<file path="src/design/csud_pkg.sv">
`timescale 1ns / 1ps
`default_nettype none
// ----------------------------------------------------------------------------
// csud_pkg
// shared types, character codes and the escape letter table for the
// c string unescape decoder
// ----------------------------------------------------------------------------
package csud_pkg;

    localparam logic [7:0] CHAR_BACKSLASH = 8'h5C;
    localparam logic [7:0] CHAR_ZERO      = 8'h30;
    localparam logic [7:0] CHAR_SEVEN     = 8'h37;

    localparam logic [7:0] CHAR_A = 8'h61;
    localparam logic [7:0] CHAR_B = 8'h62;
    localparam logic [7:0] CHAR_F = 8'h66;
    localparam logic [7:0] CHAR_N = 8'h6E;
    localparam logic [7:0] CHAR_R = 8'h72;
    localparam logic [7:0] CHAR_T = 8'h74;
    localparam logic [7:0] CHAR_V = 8'h76;

    localparam logic [7:0] CTRL_BEL = 8'h07;
    localparam logic [7:0] CTRL_BS  = 8'h08;
    localparam logic [7:0] CTRL_FF  = 8'h0C;
    localparam logic [7:0] CTRL_LF  = 8'h0A;
    localparam logic [7:0] CTRL_CR  = 8'h0D;
    localparam logic [7:0] CTRL_HT  = 8'h09;
    localparam logic [7:0] CTRL_VT  = 8'h0B;

    // most digits in one octal escape
    localparam logic [1:0] OCTAL_MAX_DIGITS = 2'd3;

    // depth of the result buffer, enough for the two results of one byte
    localparam int unsigned RESULT_DEPTH = 2;

    typedef enum logic [1:0] {
        MODE_NORMAL = 2'd0,
        MODE_ESCAPE = 2'd1,
        MODE_OCTAL  = 2'd2
    } mode_t;

    typedef struct packed {
        logic [7:0] data;
        logic       has;
        logic       last;
    } result_t;

    function automatic logic is_octal(input logic [7:0] b);
        return b inside {[CHAR_ZERO:CHAR_SEVEN]};
    endfunction

    function automatic logic [7:0] map_escape(input logic [7:0] b);
        logic [7:0] r;
        case (b)
            CHAR_A:  r = CTRL_BEL;
            CHAR_B:  r = CTRL_BS;
            CHAR_F:  r = CTRL_FF;
            CHAR_N:  r = CTRL_LF;
            CHAR_R:  r = CTRL_CR;
            CHAR_T:  r = CTRL_HT;
            CHAR_V:  r = CTRL_VT;
            default: r = b;
        endcase
        return r;
    endfunction

endpackage
`default_nettype wire

</file>
<file path="src/design/c_string_unescape_decoder_unit.sv">
`timescale 1ns / 1ps
`default_nettype none
// ----------------------------------------------------------------------------
// c_string_unescape_decoder_unit
// undoes c style escapes on a byte stream, one raw byte per transaction
// ----------------------------------------------------------------------------
// One raw byte is taken per clock unless the input stalls, and gives zero,
// one or two decoded bytes. A backslash followed by a, b, f, n, r, t or v
// gives the matching control byte, a backslash followed by one to three
// octal digits gives their value (low 8 bits), and a backslash followed by
// anything else gives that byte. A byte that ends an octal run first
// releases the octal value and is then decoded afresh, so it gives two
// results; a backslash gives one and opens a new escape. A lone backslash at
// the end of a string yields an end-only marker (has_byte low), and a pending
// octal value is flushed when the string ends. The byte enters an input
// register, one level of decode logic writes its results into a two-entry
// result buffer, and the buffer head drives the output. The input takes a
// transaction every cycle until the buffer lacks room for a byte's results,
// and the output moves one result per cycle while out_stall is low.
module c_string_unescape_decoder_unit
(
    input  wire logic       clk,
    input  wire logic       rst_n,
    // input channel
    input  wire logic       in_valid,
    output logic            in_stall,
    input  wire logic [7:0] in_byte,
    input  wire logic       in_last,
    // output channel
    output logic            out_valid,
    input  wire logic       out_stall,
    output logic      [7:0] out_byte,
    output logic            has_byte,
    output logic            out_last
);

    // input register
    logic       ip_valid_reg, ip_valid_next;
    logic [7:0] ip_byte_reg;
    logic       ip_last_reg;

    // decoder state
    csud_pkg::mode_t mode_reg, mode_next;
    logic [1:0]      count_reg, count_next;
    logic [7:0]      value_reg, value_next;

    // result buffer, slot 0 is the head
    csud_pkg::result_t slot0_reg, slot0_next;
    csud_pkg::result_t slot1_reg, slot1_next;
    logic [1:0]        fill_reg, fill_next;

    // decode of the byte held in the input register
    csud_pkg::result_t res0, res1;
    logic [1:0]        n_res;
    csud_pkg::mode_t   dec_mode;
    logic [1:0]        dec_count;
    logic [7:0]        dec_value;

    logic       pop;
    logic       consume;
    logic       in_accept;
    logic [1:0] remain;
    logic [2:0] need;

    logic [7:0] b;
    logic       last;
    logic [2:0] digit;
    logic [7:0] grown;
    logic [1:0] count_inc;

    assign b         = ip_byte_reg;
    assign last      = ip_last_reg;
    assign digit     = b[2:0];
    assign grown     = {value_reg[4:0], digit};
    assign count_inc = count_reg + 2'd1;

    // ---- decode ------------------------------------------------------------
    always_comb
    begin
        res0      = '{data: 8'd0, has: 1'b0, last: 1'b0};
        res1      = '{data: 8'd0, has: 1'b0, last: 1'b0};
        n_res     = 2'd0;
        dec_mode  = mode_reg;
        dec_count = count_reg;
        dec_value = value_reg;
        case (mode_reg)
            csud_pkg::MODE_ESCAPE:
            begin
                if (csud_pkg::is_octal(b))
                begin
                    if (last)
                    begin
                        res0      = '{data: {5'd0, digit}, has: 1'b1, last: 1'b1};
                        n_res     = 2'd1;
                        dec_mode  = csud_pkg::MODE_NORMAL;
                        dec_count = 2'd0;
                        dec_value = 8'd0;
                    end
                    else
                    begin
                        dec_mode  = csud_pkg::MODE_OCTAL;
                        dec_count = 2'd1;
                        dec_value = {5'd0, digit};
                    end
                end
                else
                begin
                    res0      = '{data: csud_pkg::map_escape(b), has: 1'b1, last: last};
                    n_res     = 2'd1;
                    dec_mode  = csud_pkg::MODE_NORMAL;
                    dec_count = 2'd0;
                    dec_value = 8'd0;
                end
            end
            csud_pkg::MODE_OCTAL:
            begin
                if (csud_pkg::is_octal(b) && (count_reg < csud_pkg::OCTAL_MAX_DIGITS))
                begin
                    if ((count_inc == csud_pkg::OCTAL_MAX_DIGITS) || last)
                    begin
                        res0      = '{data: grown, has: 1'b1, last: last};
                        n_res     = 2'd1;
                        dec_mode  = csud_pkg::MODE_NORMAL;
                        dec_count = 2'd0;
                        dec_value = 8'd0;
                    end
                    else
                    begin
                        dec_count = count_inc;
                        dec_value = grown;
                    end
                end
                else
                begin
                    // run ends: release the value, then the byte goes afresh
                    dec_count = 2'd0;
                    dec_value = 8'd0;
                    dec_mode  = csud_pkg::MODE_NORMAL;
                    if (b == csud_pkg::CHAR_BACKSLASH)
                    begin
                        res0  = '{data: value_reg, has: 1'b1, last: last};
                        n_res = 2'd1;
                        if (!last)
                        begin
                            dec_mode = csud_pkg::MODE_ESCAPE;
                        end
                    end
                    else
                    begin
                        res0  = '{data: value_reg, has: 1'b1, last: 1'b0};
                        res1  = '{data: b, has: 1'b1, last: last};
                        n_res = 2'd2;
                    end
                end
            end
            default:
            begin
                if (b == csud_pkg::CHAR_BACKSLASH)
                begin
                    if (last)
                    begin
                        // trailing lone backslash: end-only marker
                        res0      = '{data: 8'd0, has: 1'b0, last: 1'b1};
                        n_res     = 2'd1;
                        dec_mode  = csud_pkg::MODE_NORMAL;
                        dec_count = 2'd0;
                        dec_value = 8'd0;
                    end
                    else
                    begin
                        dec_mode = csud_pkg::MODE_ESCAPE;
                    end
                end
                else
                begin
                    res0     = '{data: b, has: 1'b1, last: last};
                    n_res    = 2'd1;
                    dec_mode = csud_pkg::MODE_NORMAL;
                    if (last)
                    begin
                        dec_count = 2'd0;
                        dec_value = 8'd0;
                    end
                end
            end
        endcase
    end

    // ---- flow control ------------------------------------------------------
    assign pop       = out_valid && !out_stall;
    assign remain    = fill_reg - {1'b0, pop};
    assign need      = {1'b0, remain} + {1'b0, n_res};
    assign consume   = ip_valid_reg && (need <= 3'(csud_pkg::RESULT_DEPTH));
    assign in_stall  = ip_valid_reg && !consume;
    assign in_accept = in_valid && !in_stall;

    always_comb
    begin
        ip_valid_next = ip_valid_reg;
        if (in_accept)
        begin
            ip_valid_next = 1'b1;
        end
        else if (consume)
        begin
            ip_valid_next = 1'b0;
        end
    end

    // ---- decoder state update ----------------------------------------------
    always_comb
    begin
        mode_next  = mode_reg;
        count_next = count_reg;
        value_next = value_reg;
        if (consume)
        begin
            mode_next  = dec_mode;
            count_next = dec_count;
            value_next = dec_value;
        end
    end

    // ---- result buffer -----------------------------------------------------
    always_comb
    begin
        slot0_next = slot0_reg;
        slot1_next = slot1_reg;
        if (pop)
        begin
            slot0_next = slot1_reg;
        end
        fill_next = remain;
        if (consume)
        begin
            fill_next = need[1:0];
            case (remain)
                2'd0:
                begin
                    slot0_next = res0;
                    slot1_next = res1;
                end
                2'd1:
                begin
                    slot1_next = res0;
                end
                default:
                begin
                    slot1_next = slot1_reg;
                end
            endcase
        end
    end

    // ---- registers ---------------------------------------------------------
    always_ff @(posedge clk or negedge rst_n)
    begin
        if (!rst_n)
        begin
            ip_valid_reg <= 1'b0;
            mode_reg     <= csud_pkg::MODE_NORMAL;
            count_reg    <= 2'd0;
            value_reg    <= 8'd0;
            fill_reg     <= 2'd0;
        end
        else
        begin
            ip_valid_reg <= ip_valid_next;
            mode_reg     <= mode_next;
            count_reg    <= count_next;
            value_reg    <= value_next;
            fill_reg     <= fill_next;
        end
    end

    // payload registers, no reset
    always_ff @(posedge clk)
    begin
        if (in_accept)
        begin
            ip_byte_reg <= in_byte;
            ip_last_reg <= in_last;
        end
        slot0_reg <= slot0_next;
        slot1_reg <= slot1_next;
    end

    // ---- outputs -----------------------------------------------------------
    assign out_valid = (fill_reg != 2'd0);
    assign out_byte  = slot0_reg.data;
    assign has_byte  = slot0_reg.has;
    assign out_last  = slot0_reg.last;

    // ---- assertions --------------------------------------------------------
    // buffer never holds more than its depth
    a_fill_bound: assert property (@(posedge clk) disable iff (!rst_n)
        fill_reg <= 2'(csud_pkg::RESULT_DEPTH))
        else $error("result buffer overfilled");

    // an octal run holds one or two digits between items
    a_octal_count: assert property (@(posedge clk) disable iff (!rst_n)
        (mode_reg == csud_pkg::MODE_OCTAL) |-> (count_reg == 2'd1 || count_reg == 2'd2))
        else $error("octal digit count out of step with mode");

    // end of string returns the decoder to its reset state
    a_last_clears: assert property (@(posedge clk) disable iff (!rst_n)
        (consume && ip_last_reg) |=>
            (mode_reg == csud_pkg::MODE_NORMAL && count_reg == 2'd0 && value_reg == 8'd0))
        else $error("decoder state not cleared after end of string");

    // a full, stalled buffer only takes a byte that gives no result
    a_no_overrun: assert property (@(posedge clk) disable iff (!rst_n)
        (fill_reg == 2'd2 && out_stall && consume) |-> (n_res == 2'd0))
        else $error("byte consumed into a full result buffer");

    // a byte with two results leaves two entries behind
    a_two_results: assert property (@(posedge clk) disable iff (!rst_n)
        (consume && n_res == 2'd2) |=> (fill_reg == 2'd2))
        else $error("second result lost");

endmodule
`default_nettype wire
</file>
<file path="config.mk">
export PLATFORM = sky130hd
export DESIGN_NAME = c_string_unescape_decoder_unit
export DESIGN_NICKNAME = d
export VERILOG_FILES = /design/src/design/csud_pkg.sv /design/src/design/c_string_unescape_decoder_unit.sv
export SDC_FILE = /design/constraint.sdc
export NUM_CORES = 1
export LEC_CHECK = 0
export BUFFER_PORTS_ARGS = -buffer_cell sky130_fd_sc_hd__buf_2
export CORE_ASPECT_RATIO = 2
export CORE_MARGIN = 1.5
export CORE_UTILIZATION = 50
export DETAILED_ROUTE_END_ITERATION = 6
export PLACE_DENSITY_LB_ADDON = 0.3
export SLEW_MARGIN = 0
export SYNTH_ARGS = -nofsm -noshare
export SYNTH_HDL_FRONTEND = slang
export SYNTH_SLANG_ARGS = --single-unit
</file>
<file path="constraint.sdc">
create_clock -name clk -period 6.2 [get_ports clk]
set_input_delay 0.93 -clock clk [delete_from_list [all_inputs] [get_ports clk]]
set_output_delay 0.93 -clock clk [all_outputs]
set_load 0.01 [all_outputs]
</file>
# --- After elaboration in Yosys (flattened, before gate mapping) ---
# Cells that the tools add are included.
word_totals:
  wordCells: 95
  input_bits: 13
  regBits: 44
  output_inout_bits: 12
op_classes:
  magnitude_cmp: 4
  eq_ne: 13
  n_reduce_logical: 18
  mux: 44
  add_sub_neg: 3
op_table:
  columns: ["cell", "n"]
  rows:
  - ["10-bit 2-to-1 mux", 10]
  - ["8-bit by 7-bit == test with 1-bit output, second input constant", 8]
  - ["8-bit case mux with 7 select lines", 1]
  - ["10-bit case mux with 2 select lines", 2]
  - ["8-bit 2-to-1 mux", 4]
  - ["2-bit 2-to-1 mux", 12]
  - ["8-bit case mux with 2 select lines", 1]
  - ["2-bit case mux with 2 select lines", 3]
  - ["1-bit 2-to-1 mux", 9]
  - ["8-bit by 6-bit >= comparator with 1-bit output, second input constant", 1]
  - ["8-bit by 6-bit <= comparator with 1-bit output, second input constant", 1]
  - ["1-bit logical AND", 6]
  - ["2-bit AND reduction", 3]
  - ["2-bit nonzero test", 3]
  - ["5-bit 2-to-1 mux", 1]
  - ["2-bit by 1-bit == test with 1-bit output, second input constant", 2]
  - ["2-bit == test, second input constant", 2]
  - ["2-bit by 2-bit adder with 3-bit output", 1]
  - ["3-bit by 2-bit <= comparator with 1-bit output, second input constant", 1]
  - ["1-bit logical NOT", 3]
  - ["3-bit 2-to-1 mux", 1]
  - ["3-bit != test, second input constant", 1]
  - ["3-bit nonzero test", 1]
  - ["2-bit by 1-bit adder with 2-bit output, second input constant", 1]
  - ["4 further kinds", 4]

# --- Depth between registers and ports, before layout ---
# Gate-level depths: netlist (run 1).
logic_depth:
  ltp_word: 14
  mapped_depth: 17

# --- Worst setup path before layout (run 1) ---
# No wires, ideal clock.
synth_path:
  kind: "in2out"
  start: "in out_stall"
  end: "out in_stall"
  setup_slack_ns: 2.267
  t_required_ns: 5.270
  cell_stages: 11
  arrival_time_ns: 3.003
  n_path_buf: 1
  cell_sequence: "nand2b_1 > inv_1 > clkbuf_1 > ha_1 > inv_1 > ha_1 > inv_1 > fa_1 > nand2b_1 > a21bo_2 > inv_1"
synth_between:
  elab_chain_len: 8
synth_lines:
  columns: ["item", "line_no", "source"]
  rows:
  - ["from (decl)", "c_string_unescape_decoder_unit.sv:31", "input wire logic out_stall,"]
  - ["1-bit logical NOT", "c_string_unescape_decoder_unit.sv:190", "assign pop = out_valid && !out_stall;"]
  - ["1-bit logical AND", "c_string_unescape_decoder_unit.sv:190", null]
  - ["2-bit by 1-bit subtractor with 2-bit output", "c_string_unescape_decoder_unit.sv:191", "assign remain = fill_reg - {1'b0, pop};"]
  - ["2-bit by 2-bit adder with 3-bit output", "c_string_unescape_decoder_unit.sv:192", "assign need = {1'b0, remain} + {1'b0, n_res};"]
  - ["3-bit by 2-bit <= comparator with 1-bit output", "c_string_unescape_decoder_unit.sv:193", "assign consume = ip_valid_reg && (need <= 3'(csud_pkg::RESULT_DEPTH));"]
  - ["1-bit logical AND", "c_string_unescape_decoder_unit.sv:193", null]
  - ["1-bit logical NOT", "c_string_unescape_decoder_unit.sv:194", "assign in_stall = ip_valid_reg && !consume;"]
  - ["1-bit logical AND", "c_string_unescape_decoder_unit.sv:194", null]
  - ["to (decl)", "c_string_unescape_decoder_unit.sv:26", "output logic in_stall,"]
# No other way between the ends.

# --- Worst setup path after layout (run 1) ---
layout_path:
  start: "reg ip_byte_reg[3] (netlist: b[3])"
  end: "out in_stall"
layout_between:
  elab_chain_len: 10
  word_cells_on_any_way: 15
  classes_between: "add/sub (1); order compare (3); eq/ne (1); mux (5); reduce/logical (5)"
layout_lines:
  columns: ["item", "line_no", "source"]
  rows:
  - ["from (decl)", "c_string_unescape_decoder_unit.sv:39", "logic [7:0] ip_byte_reg;"]
  - ["from (signal assigned)", "c_string_unescape_decoder_unit.sv:281", "ip_byte_reg <= in_byte;"]
  - ["8-bit by 6-bit >= comparator with 1-bit output or 8-bit by 6-bit <= comparator with 1-bit output (tied branches)", "csud_pkg.sv:49", "return b inside {[CHAR_ZERO:CHAR_SEVEN]};"]
  - ["1-bit logical AND", "csud_pkg.sv:49", null]
  - ["1-bit logical AND", "c_string_unescape_decoder_unit.sv:117", "if (csud_pkg::is_octal(b) && (count_reg < csud_pkg::OCTAL_MAX_DIGITS))"]
  - ["2-bit 2-to-1 mux", "c_string_unescape_decoder_unit.sv:117", null]
  - ["2-bit case mux with 2 select lines *", "c_string_unescape_decoder_unit.sv:86", "case (mode_reg)"]
  - ["2-bit by 2-bit adder with 3-bit output *", "c_string_unescape_decoder_unit.sv:192", null]
  - ["3-bit by 2-bit <= comparator with 1-bit output *", "c_string_unescape_decoder_unit.sv:193", null]
  - ["1-bit logical AND *", "c_string_unescape_decoder_unit.sv:193", null]
  - ["1-bit logical NOT *", "c_string_unescape_decoder_unit.sv:194", null]
  - ["1-bit logical AND *", "c_string_unescape_decoder_unit.sv:194", null]
# Every way passes the cells marked *; elsewhere a longest branch is shown, timed or not.

==> impl_metrics.env, run 1 <==
export IMPL_fin_crit_sh=0.722
export IMPL_clockPowerShare=0.131
export IMPL_synth_xor_xnor_area_share=0.00678
export IMPL_hp_class="reg2reg"
export IMPL_ff_latch_area_um2=1150
export IMPL_cp_cell_sequence="nor2_1, nand2_1, o21ai_0, nand2_1, a22oi_1, ha_1, inv_1, fa_1, nand2b_1, a21bo_2, inv_1, buf_2"
export IMPL_core_area_um2=4910
export IMPL_synth_net_count=294
export IMPL_drt_iter0_markers=73
export IMPL_port_buffers=24
export IMPL_area_growth_pct=8.09
export IMPL_timing_slew_headroom=0.536
export IMPL_ir_drop_uv=260
export IMPL_start_kind="flip-flop"
export IMPL_die_area_um2=5630
export IMPL_drt_total_wl_um=5740
export IMPL_cpPeakStageDelay_ns=0.60
export IMPL_antenna_found_initial=0
export IMPL_die_w_um=53.8
export IMPL_synth_top_family_by_area="compound AO/OA/AOI/OAI gates"
export IMPL_ant_nets=0
export IMPL_num_rows=36
export IMPL_cp_max_fo=15
export IMPL_grt_max_degree=22
export IMPL_numCtsBuffers=5
export IMPL_setup_viol=0
export IMPL_crit_required_ns=5.27
export IMPL_hold_violations=0
export IMPL_final_layout_size_suffix_gt1_frac=0.142
export IMPL_ys_ff_latch=44
export IMPL_grt_pass1_wl_um=9380
export IMPL_start_util=0.526
export IMPL_cts_setup_buffers=0
export IMPL_power_leakage_nw=1.09
export IMPL_ys_seq_area_frac=0.444
export IMPL_p_total_w=0.00131
export IMPL_rr_endpoint="out_byte[1]$_DFF_P_"
export IMPL_yosys_area_top_type="edfxtp_1"
export IMPL_hold_path_end="value_reg[6]$_DFFE_PN0P_"
export IMPL_tritoncts="built"
export IMPL_clk_latency_ns=0.31
export IMPL_fmax_ghz=0.224
export IMPL_root_buffer="clkbuf_8"
export IMPL_synth_commonest_cells="nand2_1 (31), edfxtp_1 (19), a21oi_1 (17), clkbuf_1 (17), dfrtp_1 (15)"
export IMPL_grt_ovfl_total=0
export IMPL_crit_cells=12
export IMPL_async_flop_share=0.341
export IMPL_pwr_share_comb=0.464
export IMPL_ys_warnings_count=0
export IMPL_slew_violations=0
export IMPL_worstHoldStart="value_reg[6]$_DFFE_PN0P_"
export IMPL_htreeDepth=2
export IMPL_dp_hpwl_um=4380
export IMPL_status="finished, final reports clean"
export IMPL_ctsHoldBuffers=0
export IMPL_die_height_um=105
export IMPL_ctsResizeCount=0
export IMPL_synth_compound_area_share=0.229
export IMPL_r2r_start="b[3]$_DFFE_PP_"
export IMPL_switching_share=0.413
export IMPL_gpl_final_weighted_congestion=0.916
export IMPL_post_synth_top_count_cell="nand2_1"
export IMPL_pin_count=25
export IMPL_fillers=476
export IMPL_largest_reg_flops=10
export IMPL_cts_path_max_buffers=2
export IMPL_skew_ns=0.00873
export IMPL_worst_path_buf_inv=3
export IMPL_ys_types=59
export IMPL_min_period_ns=4.47
export IMPL_synth_area_per_cell_um2=9.43
export IMPL_grt_pass1_vias=1961
export IMPL_crit_path_end_kind="output pin"
export IMPL_cp_slowest_cell="edfxtp_1"
export IMPL_pwr_share_seq=0.406
export IMPL_syn_area_um2=2580
export IMPL_finalNetCount=307
export IMPL_p_switching_w=0.000541
export IMPL_synthFlopType="edfxtp_1"
export IMPL_p_per_area_nw_per_um2=470
export IMPL_clkTransAtPathRegs_ns=0.07
export IMPL_synthAdderAreaFrac=0.0368
export IMPL_drt_drc_violations_left=0
export IMPL_yosys_top_cells_area="edfxtp_1 (22%), dfrtp_1 (15%), dfxtp_1 (7.8%)"
export IMPL_synth_cells=274
export IMPL_diodes=0
export IMPL_clock_sinks=44
export IMPL_rsz0062_at_grt="no"
export IMPL_utilization=0.569
export IMPL_tns_ns=0
export IMPL_routed_via_count=2099
export IMPL_r2r_setup_slack_ns=1.89
export IMPL_synth_top_area_share=0.221
export IMPL_viasPerCell=6.08
export IMPL_track_usage=0.229
export IMPL_internal_power_w=0.000770
export IMPL_path_delay_family="simple AND/OR/NAND/NOR gates"
export IMPL_maxCapViolations=0
export IMPL_wl_per_cell_um=16.6
export IMPL_critPathKind="reg2out"
export IMPL_worst_r2r_cell_count=12
export IMPL_first_pass_iters=4
export IMPL_synth_edf_count=19
export IMPL_synth_simple_area_share=0.203
export IMPL_whs_path_depth=2
export IMPL_multi_input_area_um2=1310
export IMPL_tightestPinTransition_ns=0.694
export IMPL_synth_mux_area_frac=0.0329
export IMPL_cp_arrival_ns=3.54
-- metal layers --
metal	global-route usage	share of wire
met5	0	0
met4	0.132	0.047
met3	0.0514	0.039
met2	0.394	0.54
met1	0.239	0.37
-- power groups by stage --
| stage | Clock, W | Combinational, W | Sequential (W) |
|---|---|---|---|
| finish | 0.000171 | 0.000608 | 0.000532 |
| global route | 0.000186 | 0.000685 | 0.000544 |
| CTS | 0.000175 | 0.000610 | 0.000531 |
| detailed placement | 0 | 0.000606 | 0.000537 |
| global placement | 0 | 0.000599 | 0.000533 |
| floorplan | 0 | 0.000478 | 0.000507 |
-- worst reg2reg max path, cell delays in order (launching register included) --
cell      delay, ns
edfxtp_1       0.60
nor2_1         0.57
nand2_1        0.36
o21ai_0        0.23
nand2_1        0.07
a22oi_1        0.19
ha_1           0.17
inv_1          0.04
fa_1           0.49
nand2b_1       0.12
and3_1         0.32
nand3_1        0.55
o31a_1         0.49
-- area by class of cell --
cell class,instances,share of cell area
clock buffers,6,0.0260
flip-flops and latches,44,0.411
inverters,13,0.0175
clock inverters,2,0.00403
multi-input cells,198,0.471
well taps,57,0.0255
repair buffers,25,0.0457
-- layout by cell type (no fill, tap or decap), drive strengths merged, types with 3 or more instances in the layout --
master,instances
o22ai,3
a22o,14
ha,6
clkbuf,6
nand4,8
o2bb2ai,3
nand3,7
inv,13
nor2,9
nand2b,9
a22oi,4
o31ai,4
dfrtp,15
and2,3
mux2i,4
nand2,31
edfxtp,19
nor3,4
dfxtp,10
or2,4
buf,25
o21ai,22
mux2,4
nor2b,3
a21boi,3
a21oi,17
-- metrics by stage --
step | instances | setup slack (ns) | cell area (um2) | hold slack, ns
3_3_place_gp | 337 | 1.86 | 2710 | 0.459
4_1_cts | 345 | 1.76 | 2790 | 0.487
3_5_place_dp | 337 | 1.81 | 2710 | 0.468
5_1_grt | 345 | 1.42 | 2790 | 0.519
2_1_floorplan | 274 | 2.27 | 2580 | 0.442
6_report | 345 | 1.73 | 2790 | 0.482
-- worst max-delay path by stage --
stage	startpoint	endpoint	slack, ns
after floorplan	out_stall	in_stall	2.27
after global placement	out_stall	out_byte[1]$_DFF_P_	1.86
after detailed placement	out_stall	out_byte[1]$_DFF_P_	1.81
after CTS	b[3]$_DFFE_PP_	in_stall	1.76
after global routing	b[3]$_DFFE_PP_	in_stall	1.42
final	b[3]$_DFFE_PP_	in_stall	1.73
-- kinds of logic (layout without fill, tap and decap cells) --
group / Yosys count / after routing
flops: 44 / 44
simple gates: 95 / 95
buf+inv: 32 / 46
xor+xnor: 2 / 2
compound gates: 86 / 86
fa+ha+maj: 7 / 7
mux: 8 / 8
(Power assumes the default switching activity.)
==> run 2: changes to the inputs <==
ABC_AREA = 1   (was not set)
clock period = 4.43 ns   (was 6.2 ns; I/O delays follow)
==> run 2 against run 1 <==
Compared with the run above: synthesized cell count is 16% higher; non-clock buffer count grew 2; die area is 1.9% lower; via count rose by 3.6%; flip-flop and latch count did not move; core utilization increased by 0.60 points; sequential share of layout area fell by 0.055 points; critical path type unchanged; critical endpoint unchanged.
==> impl_metrics.env, run 2 <==
export IMPL_status="finished, final reports clean"
export IMPL_multi_input_area_um2=1160
export IMPL_die_area_um2=5530
export IMPL_fin_crit_sh=0.889
export IMPL_synth_top_family_by_area="simple AND/OR/NAND/NOR gates"
export IMPL_start_kind="flip-flop"
export IMPL_largest_reg_flops=10
export IMPL_drt_iter0_markers=58
export IMPL_grt_ovfl_total=0
export IMPL_grt_pass1_wl_um=10300
export IMPL_die_w_um=53.3
export IMPL_ctsResizeCount=0
export IMPL_use_met3=0.0476
export IMPL_skew_ns=0.00886
export IMPL_hp_class="in2async"
export IMPL_syn_area_um2=2530
export IMPL_critPathKind="reg2out"
export IMPL_grt_busiest_layer="met2"
export IMPL_wl_per_cell_um=14.7
export IMPL_synthFlopType="edfxtp_1"
export IMPL_ant_nets=0
export IMPL_synth_area_per_cell_um2=7.94
export IMPL_layout_commonest_cell="nand2_1"
export IMPL_die_height_um=104
export IMPL_cp_max_fo=10
export IMPL_synth_compound_area_share=0.162
export IMPL_tns_ns=0
export IMPL_fin_area_um2=2800
export IMPL_final_layout_size_suffix_gt1_frac=0.161
export IMPL_post_synth_top_count_cell="nand2_1"
export IMPL_core_area_um2=4860
export IMPL_ir_drop_uv=346
export IMPL_drt_total_wl_um=5970
export IMPL_rsz0062_at_grt="no"
export IMPL_cp_cell_sequence="inv_1, ha_1, clkinv_1, nand2_1, inv_1, o21ai_0, o21ai_0, a21oi_1, ha_1, inv_1, fa_1, inv_1, a21boi_2, nor2_1, buf_2"
export IMPL_yosys_top_cells_area="edfxtp_1 (23%), dfrtp_1 (15%), nand2_1 (13%)"
export IMPL_dp_hpwl_um=4740
export IMPL_rr_endpoint="count_reg[0]$_DFFE_PN0P_"
export IMPL_crit_path_end_kind="output pin"
export IMPL_synth_mux_area_frac=0
export IMPL_cts_path_max_buffers=2
export IMPL_power_leakage_nw=1.32
export IMPL_synth_simple_area_share=0.257
export IMPL_maxCapViolations=0
export IMPL_synth_edf_count=19
export IMPL_min_period_ns=3.94
export IMPL_path_delay_family="adder cells"
export IMPL_antenna_found_initial=0
export IMPL_grt_pass1_vias=2277
export IMPL_final_cell_mix="nand2_1 (91), inv_1 (43), buf_2 (24)"
export IMPL_cp_startpoint="mode_reg[0]$_DFFE_PN0P_"
export IMPL_async_flop_share=0.341
export IMPL_root_buffer="clkbuf_8"
export IMPL_path_common_cell="inv_1"
export IMPL_dpl_instance_area_um2=2710
export IMPL_synth_commonest_cells="nand2_1 (91), inv_1 (43), nand3_1 (20), o21ai_0 (20), edfxtp_1 (19)"
export IMPL_setup_ws_ns=0.493
export IMPL_first_pass_iters=4
export IMPL_num_rows=36
export IMPL_routed_via_count=2174
export IMPL_cp_arrival_ns=3.27
export IMPL_pin_count=25
export IMPL_ff_latch_area_um2=1150
export IMPL_crit_required_ns=3.77
export IMPL_worst_path_buf_inv=6
export IMPL_tightestPinTransition_ns=0.400
export IMPL_viasPerCell=5.37
export IMPL_clock_sinks=44
export IMPL_hold_violations=0
export IMPL_ys_warnings_count=0
export IMPL_synth_xor_xnor_area_share=0.00346
export IMPL_cts_setup_buffers=0
export IMPL_r2r_setup_slack_ns=0.57
export IMPL_cp_slowest_cell="fa_1"
export IMPL_tritoncts="built"
export IMPL_port_buffers=24
export IMPL_synthAdderAreaFrac=0.0375
export IMPL_synth_top_area_share=0.225
export IMPL_grt_use_met2=0.443
export IMPL_synth_cells=319
export IMPL_p_per_area_nw_per_um2=668
export IMPL_synth_net_count=339
export IMPL_gpl_final_weighted_congestion=0.964
export IMPL_ys_ff_latch=44
export IMPL_hold_ws_ns=0.255
export IMPL_yosys_area_top_type="edfxtp_1"
export IMPL_fillers=455
export IMPL_area_growth_pct=10.4
export IMPL_drt_drc_violations_left=0
export IMPL_track_usage=0.248
export IMPL_pre_cts_ws_ns=0.594
export IMPL_worst_r2r_cell_count=19
export IMPL_r2r_start="mode_reg[0]$_DFFE_PN0P_"
export IMPL_ys_types=37
export IMPL_ys_seq_area_frac=0.453
export IMPL_setup_viol=0
export IMPL_timing_slew_headroom=0.733
export IMPL_grt_max_degree=16
export IMPL_diodes=0
export IMPL_fmax_ghz=0.254
export IMPL_clk_latency_ns=0.30
export IMPL_slew_violations=0
export IMPL_htreeDepth=2
export IMPL_start_util=0.521
export IMPL_grtUsageMet1=0.245
export IMPL_clkTransAtPathRegs_ns=0.08
export IMPL_finalNetCount=367
export IMPL_cpPeakStageDelay_ns=0.50
export IMPL_numCtsBuffers=5
export IMPL_ctsHoldBuffers=0
[run 2: power by group]
part | internal [W] | switching [W] | leakage [nW]
Sequential | 0.000629 | 0.0000860 | 0.469
Combinational | 0.000304 | 0.000588 | 0.806
Clock | 0.000127 | 0.000132 | 0.0455
Total | 0.00106 | 0.000806 | 1.32
[run 2: final cells by class]
type / count / share of cell area
repair buffers: 27 / 0.0510
clock buffers: 8 / 0.0322
multi-input cells: 221 / 0.417
flip-flops and latches: 44 / 0.410
inverters: 48 / 0.0645
well taps: 57 / 0.0255
[run 2: logic make-up after synthesis]
kind of cell    Yosys count
fa+ha+maj                 7
simple gates            147
xor+xnor                  1
compound gates           66
buf+inv                  54
flops                    44
[run 2: how the worst max path moves through the flow]
stage,endpoint,slack [ns],cells after the start
after global routing,has_byte$_DFF_P_,0.13,19
after global placement,out_last$_DFF_P_,0.72,19
after CTS,in_stall,0.52,15
final,in_stall,0.49,15
after floorplan,out_byte[7]$_DFF_P_,0.80,15
after detailed placement,out_last$_DFF_P_,0.59,19
[run 2: through the flow]
step	total power, W	instances	utilization
6_report	0.00187	405	0.575
4_1_cts	0.00187	405	0.575
5_1_grt	0.00205	405	0.575
2_1_floorplan	0.00136	319	-
3_5_place_dp	0.00161	397	0.556
3_3_place_gp	0.00160	397	0.556
[run 2: per-layer routing]
| metal | routed length (um) | part of all wire |
|---|---|---|
| met4 | 289 | 0.048 |
| met3 | 230 | 0.039 |
| met1 | 2060 | 0.34 |
| met5 | 0 | 0 |
| met2 | 3390 | 0.57 |
==> run 3: changes to the inputs <==
==> constraint.sdc (replaced) <==
create_clock -name clk -period 4.43 [get_ports clk]
set_input_delay 0.886 -clock clk [delete_from_list [all_inputs] [get_ports clk]]
set_output_delay 0.886 -clock clk [all_outputs]
set_load 0.01 [all_outputs]
==> run 3 against run 2 <==
Compared with the run above: combinational power increased by 0.8%; final area increased by 0.76%; critical path depth unchanged; via count decreased by 0.74%; sequential share of layout area decreased by 0.31 points; clock power increased by 18%; die area unchanged; wire length increased by 0.77%; critical path type unchanged; critical endpoint unchanged.
==> impl_metrics.env, run 3 (synthesis results as in run 2) <==
export IMPL_status="finished, final reports clean"
export IMPL_final_cell_mix="nand2_1 (91), inv_1 (43), buf_2 (24)"
export IMPL_critPathKind="reg2out"
export IMPL_num_rows=36
export IMPL_drt_total_wl_um=6020
export IMPL_power_leakage_nw=1.33
export IMPL_rsz0062_at_grt="no"
export IMPL_viasPerCell=5.33
export IMPL_diodes=0
export IMPL_cts_setup_buffers=0
export IMPL_clkTransAtPathRegs_ns=0.08
export IMPL_routed_via_count=2158
export IMPL_worstHoldStart="out_last$_DFF_P_"
export IMPL_die_height_um=104
export IMPL_dpl_instance_area_um2=2710
export IMPL_first_pass_iters=4
export IMPL_grt_ovfl_total=0
export IMPL_htreeDepth=2
export IMPL_cpPeakStageDelay_ns=0.49
export IMPL_pin_count=25
export IMPL_min_period_ns=4.07
export IMPL_layout_commonest_cell="nand2_1"
export IMPL_hold_ws_ns=0.464
export IMPL_start_kind="flip-flop"
export IMPL_tns_ns=0
export IMPL_ir_drop_uv=492
export IMPL_grt_pass1_wl_um=9970
export IMPL_slew_violations=0
export IMPL_cp_arrival_ns=3.18
export IMPL_root_buffer="clkbuf_8"
export IMPL_die_area_um2=5530
export IMPL_drt_drc_violations_left=0
export IMPL_tritoncts="built"
export IMPL_fin_area_um2=2820
export IMPL_ff_latch_area_um2=1150
export IMPL_core_area_um2=4860
export IMPL_start_util=0.521
export IMPL_dp_hpwl_um=4800
export IMPL_final_layout_size_suffix_gt1_frac=0.167
export IMPL_skew_ns=0.0137
export IMPL_path_common_cell="inv_1"
export IMPL_tightestPinTransition_ns=0.423
export IMPL_multi_input_area_um2=1160
export IMPL_path_delay_family="adder cells"
export IMPL_grt_max_degree=16
export IMPL_crit_required_ns=3.54
export IMPL_clk_latency_ns=0.31
export IMPL_cts_path_max_buffers=2
export IMPL_wl_per_cell_um=14.9
export IMPL_clock_sinks=44
export IMPL_hold_violations=0
export IMPL_fillers=463
export IMPL_area_growth_pct=11.2
export IMPL_setup_viol=0
export IMPL_crit_path_end_kind="output pin"
export IMPL_numCtsBuffers=5
export IMPL_track_usage=0.247
export IMPL_die_w_um=53.3
export IMPL_cp_max_fo=10
export IMPL_fmax_ghz=0.246
export IMPL_antenna_found_initial=0
export IMPL_maxCapViolations=0
export IMPL_gpl_final_weighted_congestion=0.969
export IMPL_largest_reg_flops=10
export IMPL_p_per_area_nw_per_um2=682
export IMPL_cp_slowest_cell="fa_1"
export IMPL_cp_cell_sequence="inv_1, ha_1, clkinvlp_4, nand2_1, inv_1, o21ai_0, o21ai_0, a21oi_1, ha_1, inv_1, fa_1, inv_1, a21boi_2, nor2_1, buf_2"
export IMPL_hp_class="reg2reg"
export IMPL_finalNetCount=367
export IMPL_r2r_start="mode_reg[0]$_DFFE_PN0P_"
export IMPL_fin_crit_sh=0.918
export IMPL_timing_slew_headroom=0.717
export IMPL_port_buffers=24
export IMPL_drt_iter0_markers=69
export IMPL_grt_pass1_vias=2144
export IMPL_cp_startpoint="mode_reg[0]$_DFFE_PN0P_"
export IMPL_ant_nets=0
export IMPL_worst_path_buf_inv=6
-- run 3: metal layers --
layer	GRT usage	up-vias	share of wire
met5	0	-	0
met4	0.137	0	0.047
met3	0.0490	20	0.028
met2	0.439	47	0.56
met1	0.248	990	0.36
li1	-	1101	-
-- run 3: report_power, final --
part	internal, W	switching [W]
logic	0.000303	0.000596
registers	0.000629	0.0000875
clock network	0.000167	0.000138
total	0.00110	0.000821
-- run 3: worst paths after layout --
kind                                            end  slack, ns  cells after the start
max                                        in_stall       0.36                     15
min                                out_last$_DFF_P_       0.46                      2
max reg2reg                count_reg[0]$_DFFE_PN0P_       0.65                     19
min reg2reg                        out_last$_DFF_P_       0.46                      2
max in group asynchronous  value_reg[1]$_DFFE_PN0P_       3.70                      1
min in group asynchronous     fill_reg[0]$_DFF_PN0_       0.47                      1
-- run 3: final cells by class --
class                   count  area share
well taps                  57      0.0253
multi-input cells         221       0.414
repair buffers             27      0.0506
flip-flops and latches     44       0.407
inverters                  48      0.0653
clock inverters             2      0.0124
clock buffers               6      0.0258
-- run 3: tightest hold or removal path, stage by stage (launching register included) --
cell	delay, ns
dfxtp_1	0.32
nand2_1	0.06
a21oi_1	0.05
-- run 3: repair_timing --
item,in CTS,in global routing
hold endpoints to repair,0,0
resized for setup,0,1
setup endpoints to repair,0,1
hold buffers,0,0
-- run 3: stage by stage --
stage                     total power, W  setup WS, ns  cells   util
final                            0.00192         0.361    405  0.579
after global routing             0.00209        0.0394    405  0.579
after CTS                        0.00193         0.350    405  0.578
after detailed placement         0.00162         0.654    397  0.556
after global placement           0.00160         0.769    397  0.556
after floorplan                  0.00136         0.583    319      -
